==> src/rfhr_pkg.sv <==
package rfhr_pkg;

   // Parser phases; code 7 is unused and handled as the hunt
   typedef enum logic [2:0] {
      PH_HUNT_A  = 3'd0,
      PH_SYNC_D  = 3'd1,
      PH_SYNC_A  = 3'd2,
      PH_CNT_HI  = 3'd3,
      PH_CNT_LO  = 3'd4,
      PH_CHECK   = 3'd5,
      PH_DATA    = 3'd6
   } phase_type;

   // Result kinds
   typedef enum logic [1:0] {
      KIND_HEADER    = 2'd0,
      KIND_DATA      = 2'd1,
      KIND_HANDSHAKE = 2'd2
   } kind_type;

   // Input command codes
   localparam logic CMD_BYTE = 1'b0;
   localparam logic CMD_TICK = 1'b1;

   localparam int LEN_W = 18;
   localparam int IDLE_W = 16;

   localparam logic [7:0] SYNC_A_UPPER = 8'h41;   // 'A'
   localparam logic [7:0] SYNC_D       = 8'h64;   // 'd'
   localparam logic [7:0] SYNC_A_LOWER = 8'h61;   // 'a'
   localparam logic [7:0] CHECK_XOR    = 8'h55;

   localparam logic [IDLE_W-1:0] IDLE_TIMEOUT_RESET = 16'd15000;
   localparam logic [IDLE_W-1:0] IDLE_MAX           = 16'hFFFF;
   localparam logic [LEN_W-1:0]  FRAME_TOTAL_RESET  = 18'd3;

   typedef struct packed {
      kind_type         kind;
      logic [7:0]       data_byte;
      logic [LEN_W-1:0] data_index;
      logic [LEN_W-1:0] frame_length;
      logic             last;
   } result_type;

endpackage

==> src/rfhr_parser.sv <==
module rfhr_parser (
   input  logic                      clock,
   input  logic                      reset,
   input  logic                      step,
   input  logic                      cmd,
   input  logic [7:0]                rx_byte,
   input  logic [15:0]               idle_timeout,
   output logic                      res_valid,
   output rfhr_pkg::result_type      res
);
   import rfhr_pkg::*;

   phase_type         phase_ff, phase_in;
   logic [7:0]        count_high_ff, count_high_in;
   logic [7:0]        count_low_ff, count_low_in;
   logic [LEN_W-1:0]  byte_position_ff, byte_position_in;
   logic [LEN_W-1:0]  frame_total_ff, frame_total_in;
   logic [IDLE_W-1:0] idle_count_ff, idle_count_in;

   logic [IDLE_W-1:0] idle_bump;
   logic [16:0]       group_count;
   logic [LEN_W-1:0]  new_total;
   logic [LEN_W-1:0]  next_pos;
   logic              fin;

   // saturating idle count and frame length 3 * (count + 1)
   assign idle_bump = (idle_count_ff < IDLE_MAX) ? idle_count_ff + 16'd1 : idle_count_ff;
   assign group_count = {1'b0, count_high_ff, count_low_ff} + 17'd1;
   assign new_total = {group_count, 1'b0} + {1'b0, group_count};
   assign next_pos  = byte_position_ff + 18'd1;
   assign fin       = (next_pos == frame_total_ff);

   // next state and result for one word
   always_comb begin
      phase_in         = phase_ff;
      count_high_in    = count_high_ff;
      count_low_in     = count_low_ff;
      byte_position_in = byte_position_ff;
      frame_total_in   = frame_total_ff;
      idle_count_in    = idle_count_ff;
      res_valid        = 1'b0;
      res              = '0;
      if (cmd == CMD_TICK) begin
         idle_count_in = idle_bump;
         if (idle_bump > idle_timeout) begin
            phase_in      = PH_HUNT_A;
            idle_count_in = '0;
            res_valid     = 1'b1;
            res.kind      = KIND_HANDSHAKE;
         end
      end else begin
         idle_count_in = '0;
         unique case (phase_ff)
            PH_SYNC_D: begin
               phase_in = (rx_byte == SYNC_D) ? PH_SYNC_A : PH_HUNT_A;
            end
            PH_SYNC_A: begin
               phase_in = (rx_byte == SYNC_A_LOWER) ? PH_CNT_HI : PH_HUNT_A;
            end
            PH_CNT_HI: begin
               count_high_in = rx_byte;
               phase_in      = PH_CNT_LO;
            end
            PH_CNT_LO: begin
               count_low_in = rx_byte;
               phase_in     = PH_CHECK;
            end
            PH_CHECK: begin
               if (rx_byte == (count_high_ff ^ count_low_ff ^ CHECK_XOR)) begin
                  frame_total_in   = new_total;
                  byte_position_in = '0;
                  phase_in         = PH_DATA;
                  res_valid        = 1'b1;
                  res.kind         = KIND_HEADER;
                  res.frame_length = new_total;
               end else begin
                  phase_in = PH_HUNT_A;
               end
            end
            PH_DATA: begin
               res_valid        = 1'b1;
               res.kind         = KIND_DATA;
               res.data_byte    = rx_byte;
               res.data_index   = byte_position_ff;
               res.frame_length = frame_total_ff;
               res.last         = fin;
               byte_position_in = next_pos;
               if (fin) begin
                  phase_in = PH_HUNT_A;
               end
            end
            default: begin
               phase_in = (rx_byte == SYNC_A_UPPER) ? PH_SYNC_D : PH_HUNT_A;
            end
         endcase
      end
   end

   // parser state
   always_ff @(posedge clock) begin
      if (reset) begin
         phase_ff         <= PH_HUNT_A;
         count_high_ff    <= '0;
         count_low_ff     <= '0;
         byte_position_ff <= '0;
         frame_total_ff   <= FRAME_TOTAL_RESET;
         idle_count_ff    <= '0;
      end else if (step) begin
         phase_ff         <= phase_in;
         count_high_ff    <= count_high_in;
         count_low_ff     <= count_low_in;
         byte_position_ff <= byte_position_in;
         frame_total_ff   <= frame_total_in;
         idle_count_ff    <= idle_count_in;
      end
   end

endmodule

==> src/rfhr_out_reg.sv <==
module rfhr_out_reg (
   input  logic                   clock,
   input  logic                   reset,
   input  logic                   load,
   input  rfhr_pkg::result_type   res_in,
   input  logic                   out_ready,
   output logic                   out_valid,
   output rfhr_pkg::result_type   res_out
);
   import rfhr_pkg::*;

   logic       valid_ff, valid_in;
   result_type res_ff;

   // a new result replaces one taken in the same cycle
   assign valid_in = load | (valid_ff & ~out_ready);

   always_ff @(posedge clock) begin
      if (reset) begin
         valid_ff <= 1'b0;
      end else begin
         valid_ff <= valid_in;
      end
   end

   always_ff @(posedge clock) begin
      if (load) begin
         res_ff <= res_in;
      end
   end

   assign out_valid = valid_ff;
   assign res_out   = res_ff;

endmodule

==> src/rgb_frame_header_receiver.sv <==
// An accepted input word is held in the input register, and its result word in the result register.
// Throughput: one input word per cycle; the input register feeds the parser
// whenever the result register is empty or being drained in that cycle.
// Reset (synchronous, active high) returns the parser to the sync hunt, clears
// the idle count and both stage valids, and sets the idle timeout to 15000 ms.
module rgb_frame_header_receiver (
   input  logic         clock,
   input  logic         reset,
   input  logic         req_tvalid,
   output logic         req_tready,
   input  logic [7:0]   req_tdata,    // [7:0] rx_byte
   input  logic         req_tuser,    // [0] cmd
   output logic         rsp_tvalid,
   input  logic         rsp_tready,
   output logic [47:0]  rsp_tdata,    // [7:0] data_byte, [25:8] data_index,
                                      // [43:26] frame_length, [47:44] zero
   output logic [1:0]   rsp_tuser,    // [1:0] kind
   output logic         rsp_tlast,    // last
   input  logic         csr_valid,
   output logic         csr_ready,
   input  logic [15:0]  csr_data      // idle_timeout_ms
);
   import rfhr_pkg::*;

   logic              in_valid_ff, in_valid_in;
   logic              in_cmd_ff;
   logic [7:0]        in_byte_ff;
   logic [IDLE_W-1:0] timeout_ff;
   logic              step;
   logic              res_valid;
   result_type        res;
   result_type        out_res;

   // configuration register
   assign csr_ready = 1'b1;

   always_ff @(posedge clock) begin
      if (reset) begin
         timeout_ff <= IDLE_TIMEOUT_RESET;
      end else if (csr_valid) begin
         timeout_ff <= csr_data;
      end
   end

   // input register; a held word moves on when the result side has room
   assign step        = in_valid_ff & (~rsp_tvalid | rsp_tready);
   assign req_tready  = ~in_valid_ff | step;
   assign in_valid_in = (req_tvalid & req_tready) | (in_valid_ff & ~step);

   always_ff @(posedge clock) begin
      if (reset) begin
         in_valid_ff <= 1'b0;
      end else begin
         in_valid_ff <= in_valid_in;
      end
   end

   always_ff @(posedge clock) begin
      if (req_tvalid && req_tready) begin
         in_cmd_ff  <= req_tuser;
         in_byte_ff <= req_tdata;
      end
   end

   rfhr_parser u_parser (
      .clock        (clock),
      .reset        (reset),
      .step         (step),
      .cmd          (in_cmd_ff),
      .rx_byte      (in_byte_ff),
      .idle_timeout (timeout_ff),
      .res_valid    (res_valid),
      .res          (res)
   );

   rfhr_out_reg u_out_reg (
      .clock     (clock),
      .reset     (reset),
      .load      (step & res_valid),
      .res_in    (res),
      .out_ready (rsp_tready),
      .out_valid (rsp_tvalid),
      .res_out   (out_res)
   );

   // pack the result word
   assign rsp_tdata = {4'b0000, out_res.frame_length, out_res.data_index, out_res.data_byte};
   assign rsp_tuser = out_res.kind;
   assign rsp_tlast = out_res.last;

endmodule
==> config.mk <==
export PLATFORM = sky130hd
export DESIGN_NAME = rgb_frame_header_receiver
export DESIGN_NICKNAME = d
export VERILOG_FILES = /design/src/rfhr_pkg.sv /design/src/rfhr_parser.sv /design/src/rfhr_out_reg.sv /design/src/rgb_frame_header_receiver.sv
export SDC_FILE = /design/constraint.sdc
export NUM_CORES = 1
export LEC_CHECK = 0
export BUFFER_PORTS_ARGS = -buffer_cell sky130_fd_sc_hd__clkbuf_2
export CAP_MARGIN = 30
export CORE_UTILIZATION = 60
export DETAILED_ROUTE_END_ITERATION = 8
export GPL_TIMING_DRIVEN = 0
export PLACE_DENSITY = 0.85
export SLEW_MARGIN = 5
export SYNTH_ARGS = -nofsm -noshare
export SYNTH_HDL_FRONTEND = slang
export SYNTH_SLANG_ARGS = --single-unit
==> constraint.sdc <==
create_clock -name clock -period 5.54 [get_ports clock]
set_input_delay 0.554 -clock clock [delete_from_list [all_inputs] [get_ports clock]]
set_output_delay 0.554 -clock clock [all_outputs]
set_load 0.03 [all_outputs]
### After elaboration in Yosys (flattened, before gate mapping)

Index checks and enable logic that the tools add are counted.

| storage, ports and cells | value |
|---|---|
| bits in registers | 145 |
| output and inout port bits | 54 |
| word-level logic and storage cells | 83 |

| cells by class | value |
|---|---|
| add/sub/neg operators | 4 |
| order comparisons | 2 |
| equality and inequality tests | 14 |
| muxes and demuxes | 22 |
| bitwise operators | 17 |
| reduce and logical (&&, ||, !) cells | 8 |

Operators by type and width:

| cell | number |
|---|---|
| $pmux W18 S2 | 2 |
| $mux W16 | 3 |
| $mux W18 | 2 |
| $eq A8 B7 Y1 const B | 3 |
| $add A18 B1 Y18 const B | 1 |
| $add A18 B17 Y18 | 1 |
| $eq A18 B18 Y1 | 1 |
| $pmux W3 S6 | 1 |
| $add A16 B1 Y17 const B | 1 |
| $add A16 B1 Y16 const B | 1 |
| $gt A16 B16 Y1 | 1 |
| $lt A16 B16 Y1 const B | 1 |
| $mux W3 | 4 |
| $eq A3 B3 Y1 const B | 3 |
| $reduce_and A3 Y1 | 3 |
| $eq A8 B8 Y1 | 1 |
| $mux W2 | 4 |
| $reduce_and A4 Y1 | 2 |
| $xor A8 B8 Y8 | 1 |
| $eq A3 B2 Y1 const B | 2 |
| $not A1 Y1 | 6 |
| $and A1 B1 Y1 | 5 |
| $mux W1 | 5 |
| $ne A2 B1 Y1 const B | 2 |
| 8 further kinds | 11 |

### Longest topological paths before layout

| logic depth | value |
|---|---|
| word-level depth | 8 |
| mapped depth | 16 |
| mapped depth without buffers | 16 |

### Modules after synthesis

A second synthesis with hierarchy kept.

| second synthesis, totals | value |
|---|---|
| cell total of the unflattened synthesis | 926 |
| area total of the unflattened synthesis | 8543.2 µm² |

By module, submodules not included:

| module | instances | cells an instance | area each (µm²) | seq. area each (µm²) |
|---|---|---|---|---|
| rfhr_parser | 1 | 799 | 6110.9 | 1421.4 |
| rfhr_out_reg | 1 | 51 | 1450.1 | 1431.4 |
| rgb_frame_header_receiver | 1 | 76 | 982.2 | 610.6 |

### Least setup slack after synthesis

No wires, ideal clock.

| timing path | value |
|---|---|
| path kind | reg2reg |
| start point | register u_parser.idle_count_ff[0] |
| end point | register u_out_reg.res_ff (netlist bit u_out_reg.res_out[0]) (enable) |
| data arrival time | 4284 ps |
| data required time | 5139 ps |
| slack | 855 ps |
| stages on the path, launching flop included | 17 |
| path buffers | 0 |
| period minus slack after synthesis | 4685 ps |
| cell sequence | dfxtp_1 > ha_1 > nand3_1 > nor2_1 > nand4_1 > nand4_1 > nor2_1 > xor2_1 > ha_1 > a21o_1 > a21o_1 > a21oi_1 > nor4_1 > o41a_1 > o21ai_0 > or2_2 > inv_1 |

| between the ends | value |
|---|---|
| cells in the longest elaborated chain, start to end | 6 |
| elaborated cells between the ends (all ways) | 7 |

Ends and longest elaborated chain:

| what | line | source |
|---|---|---|
| start: declaration | rfhr_parser.sv:18 | `logic [IDLE_W-1:0] idle_count_ff, idle_count_in;` |
| start signal: assignment | rfhr_parser.sv:114 | `idle_count_ff <= idle_count_in;` |
| $add A16 B1 Y16 or $lt A16 B16 Y1 (tied branches) | rfhr_parser.sv:27 | `assign idle_bump = (idle_count_ff < IDLE_MAX) ? idle_count_ff + 16'd1 : idle_count_ff;` |
| $mux W16 * | rfhr_parser.sv:27 |  |
| $gt A16 B16 Y1 * | rfhr_parser.sv:45 | `if (idle_bump > idle_timeout) begin` |
| $mux W1 * | rfhr_parser.sv:45 |  |
| $mux W1 * | rfhr_parser.sv:43 | `if (cmd == CMD_TICK) begin` |
| $and A1 B1 Y1 * | rgb_frame_header_receiver.sv:79 | `.load (step & res_valid),` |
| net u_out_reg.load | rfhr_out_reg.sv:4 | `input logic load,` |
| end signal: assignment | rfhr_out_reg.sv:28 | `res_ff <= res_in;` |
| end: declaration | rfhr_out_reg.sv:13 | `result_type res_ff;` |

The timed path passes the listed nets; every way through them passes the cells marked *.
A chain may end at the register's enable or synchronous reset.

### Final worst setup path

| timing path | value |
|---|---|
| start point | register u_parser.idle_count_ff[0] |
| end point | register u_out_reg.res_ff (netlist bit u_out_reg.res_out[9]) (enable) |

The elaborated chain is that of the path after synthesis.

==> out/qor.yml <==
detailed_place_hpwl_um: 15800
ys_warn_count: 0
via_per_inst: 6.10
grt.total_usage: 0.303
critical_path.reg2reg.startpoint: "u_parser.idle_count_ff[0]"
layout_area_growth_over_synthesis_pct: 14.2
clock_latency_ps: 440
syn-mean-instance-area_um2: 9.01
power-per-cell-area_mw_per_mm2: 243
drt_wl_total_um: 21400
syn-instance-count: 970
ys_ff_latch: 145
power_switching_mw: 0.576
numPortBuffers: 77
finalSetupViolCount: 0
postLayoutCoreUtil: 0.710
ant_nets: 0
cts.reportedPaths.clkPinSlew_ps: 60
via_count_of_the_first_global_routing_pass: 7219
pin_count: 84
clock_tree.root_cell: "sky130_fd_sc_hd__clkbuf_16"
slew-limit-headroom: 0.455
depth_of_the_cts_h_tree: 4
synth_enable_flop_cells: 56
clock-sinks: 145
sort_of_element_at_the_start_of_the_critical_path: "register"
worst_path_dominant_cell_family: "simple AND/OR/NAND/NOR gates"
route.vias.total: 7698
fin_crit_sh: 0.875
ys.flop_type: "sky130_fd_sc_hd__dfxtp_1"
max_slew.worst_pin.slew_ps: 813
hold_viol: 0
critical_path.n_buffers_inverters: 2
cp_cell_sequence: "ha_1, nand3_1, nor2_1, nand4_1, nand4_1, nor2_1, xor2_1, ha_1, a21o_1, a21o_1, a21oi_1, nor4_1, o41a_1, o21ai_0, or2_2, inv_2, buf_12"
holdCritStartpoint: "req_tdata[4]"
crit_type: "reg2reg"
post-route-min-period_ps: 4850
path_max_fanout: 42
slowest_stage: "sky130_fd_sc_hd__nor4_1"
yosysUniqueCellTypes: 80
global_route_wire_length_before_repair_um: 34900
post-synth-top-area-cell: "sky130_fd_sc_hd__dfxtp_1"
max-clock-path-buffers: 2
finalNetCount: 1133
worstHoldPathType: "in2reg"
fp.dieW_um: 123
run_status: "complete, no violations"
cts_tree: "done"
fp-row-count: 43
routabilityCongestion: 0.901
final-max-slew-violation-count: 0
grt_max_degree: 43
initial_utilization: 0.622
p_sw_frac: 0.238
worstPathArrival_ps: 4970
synth.most_common_cell: "sky130_fd_sc_hd__nor2_1"
sum_of_overflow_across_all_layers_after_global_routing: 0
layout-drive-gt1-share: 0.159
synth_top_cells_by_count: "sky130_fd_sc_hd__nor2_1, sky130_fd_sc_hd__nand2_1, sky130_fd_sc_hd__dfxtp_1"
setup.reg_to_reg.worst_slack_ps: 690
fin_area_mm2: 0.00998
antenna_found_initial: 0
min_delay_worst_endpoint: "in_byte_ff[4]"
min_delay_path_depth: 1
drc_errors: 0
tritoncts.num_buffers: 17
pwr-share-comb: 0.052
power.sequential.fraction: 0.470
worst-endpoint-required_ps: 5660
worst_r2r_path_depth: 17
intPower_mw: 1.85
clock_power_share: 0.478
element_type_at_the_critical_path_end: "register"
cap_viol_max_count: 0
worst_clock_skew_ps: 6.89
die_h_um: 123
routed_wire_length_per_instance_um: 16.9
drt_first_iter_violations: 744
power_leakage_nw: 3.94
postSynth.asyncResetShare: 0
cts_setup_buffers: 0
insertedDiodeCount: 0
timing.critical_path.slowest_cell_delay_ps: 480
core_area_mm2: 0.0140
drt_pre_antenna_iters: 5
synth_area_leaders: "sky130_fd_sc_hd__dfxtp_1, sky130_fd_sc_hd__edfxtp_1, sky130_fd_sc_hd__xnor2_1"
fmax_ghz: 0.206
synth-seq-area-share: 0.396
cts-resized-gates: 0
die_area_mm2: 0.0151
rsz0062_at_grt: "no"
dpl-instance-area_mm2: 0.00938
filler_cell_count: 1056
critical_path.reg2reg.endpoint: "u_out_reg.res_out[9]"
postCtsHoldBufs: 0
syn-cell-area_mm2: 0.00874
yosysTopAreaCellShare: 0.204
peakVddDrop_mv: 0.231
==> worst reg2reg max path, delay by kind of cell (launching register included) <==
kind | cells | cell delay (ps)
buffers and inverters | 2 | 400
flip-flops | 1 | 430
AO/OA/AOI/OAI | 5 | 880
XOR/XNOR | 1 | 160
AND/OR/NAND/NOR | 7 | 2100
adder cells (fa/ha/maj) | 2 | 530
==> layout by cell type, fill, tap and decap left out, types with 5 or more instances in the layout <==
cell type / synthesis / layout
sky130_fd_sc_hd__a21o_1: 8 / 8
sky130_fd_sc_hd__a21oi_1: 69 / 69
sky130_fd_sc_hd__a22oi_1: 13 / 13
sky130_fd_sc_hd__a31o_2: 5 / 5
sky130_fd_sc_hd__a31oi_1: 5 / 5
sky130_fd_sc_hd__and2_1: 6 / 6
sky130_fd_sc_hd__and3_1: 44 / 44
sky130_fd_sc_hd__buf_2: 10 / 10
sky130_fd_sc_hd__buf_4: 7 / 7
sky130_fd_sc_hd__clkbuf_1: 41 / 41
sky130_fd_sc_hd__clkbuf_16: 0 / 17
sky130_fd_sc_hd__clkbuf_2: 3 / 80
sky130_fd_sc_hd__clkinv_4: 0 / 5
sky130_fd_sc_hd__conb_1: 2 / 5
sky130_fd_sc_hd__dfxtp_1: 89 / 89
sky130_fd_sc_hd__edfxtp_1: 56 / 56
sky130_fd_sc_hd__ha_1: 33 / 33
sky130_fd_sc_hd__inv_1: 32 / 31
sky130_fd_sc_hd__mux2i_1: 28 / 28
sky130_fd_sc_hd__nand2_1: 92 / 92
sky130_fd_sc_hd__nand3_1: 39 / 39
sky130_fd_sc_hd__nand3b_1: 6 / 6
sky130_fd_sc_hd__nand4_1: 20 / 20
sky130_fd_sc_hd__nor2_1: 93 / 93
sky130_fd_sc_hd__nor2b_1: 6 / 6
sky130_fd_sc_hd__nor3_1: 17 / 17
sky130_fd_sc_hd__o211ai_1: 15 / 15
sky130_fd_sc_hd__o21a_1: 5 / 5
sky130_fd_sc_hd__o21ai_0: 39 / 39
sky130_fd_sc_hd__o31ai_1: 5 / 5
sky130_fd_sc_hd__or3_1: 23 / 23
sky130_fd_sc_hd__or3b_2: 7 / 7
sky130_fd_sc_hd__xnor2_1: 50 / 50
sky130_fd_sc_hd__xor2_1: 18 / 18
==> flip-flops by register name, indices dropped and copies added, names as in the netlist <==
signal / flops
u_parser.byte_position_ff: 18
u_parser.count_low_ff: 8
u_parser.frame_total_ff: 18
u_parser.count_high_ff: 8
in_cmd_ff: 1
u_parser.phase_ff: 3
in_valid_ff: 1
in_byte_ff: 8
timeout_ff: 16
u_parser.idle_count_ff: 16
u_out_reg.res_out: 47
u_out_reg.out_valid: 1
==> metal layers <==
metal / vias up / part of all wire / routed length [um] / global-route usage
met5: - / 0 / 0 / 0
met4: 0 / 0.031 / 656 / 0.129
met3: 58 / 0.071 / 1520 / 0.0618
met2: 307 / 0.48 / 10300 / 0.506
met1: 3640 / 0.42 / 8890 / 0.380
li1: 3693 / - / - / -
==> power by group through the flow <==
stage / registers, mW / logic [mW] / clock network [mW]
3_3_place_gp: 1.16 / 0.122 / 0
6_report: 1.14 / 0.127 / 1.16
2_1_floorplan: 1.18 / 0.0653 / 0
3_5_place_dp: 1.16 / 0.125 / 0
5_1_grt: 1.14 / 0.138 / 1.20
4_1_cts: 1.14 / 0.126 / 1.16
==> per-stage QoR <==
step | power (mW) | TNS (ps) | worst slack [ps] | hold slack [ps] | std cells
after floorplan | 1.24 | 0 | 855 | 457 | 973
after global placement | 1.28 | -1390 | -36.8 | 468 | 1230
after detailed placement | 1.29 | 0 | 813 | 477 | 1231
after CTS | 2.42 | 0 | 758 | 285 | 1263
after global routing | 2.48 | 0 | 383 | 285 | 1263
final | 2.42 | 0 | 695 | 290 | 1263
==> layout make-up <==
cell class | count | area [um2] | share of cell area
Timing Repair Buffer | 78 | 405 | 0.0406
Multi-Input combinational cell | 733 | 4880 | 0.489
Inverter | 32 | 120 | 0.0120
Buffer | 63 | 287 | 0.0287
Clock inverter | 14 | 156 | 0.0157
Sequential cell | 145 | 3460 | 0.347
Clock buffer | 18 | 439 | 0.0440
Tap cell | 180 | 225 | 0.0226
==> kinds of logic after synthesis <==
logic type,after synthesis,share of synthesized area
compound gates,192,0.142
other cells,2,0.000859
flops,145,0.396
simple gates,397,0.243
mux,29,0.0334
buf+inv,95,0.0465
xor+xnor,76,0.0893
fa+ha+maj,34,0.0484
==> worst max-delay path by stage <==
stage                              start               endpoint  cells after the start
2_1_floorplan  u_parser.idle_count_ff[0]   u_out_reg.res_out[0]                     16
5_1_grt        u_parser.idle_count_ff[0]   u_out_reg.res_out[9]                     17
4_1_cts        u_parser.idle_count_ff[0]   u_out_reg.res_out[9]                     17
3_3_place_gp   u_parser.idle_count_ff[0]  u_out_reg.res_out[17]                     16
3_5_place_dp   u_parser.idle_count_ff[0]  u_out_reg.res_out[18]                     17
6_report       u_parser.idle_count_ff[0]   u_out_reg.res_out[9]                     17
Power figures use the tool's default switching activity.
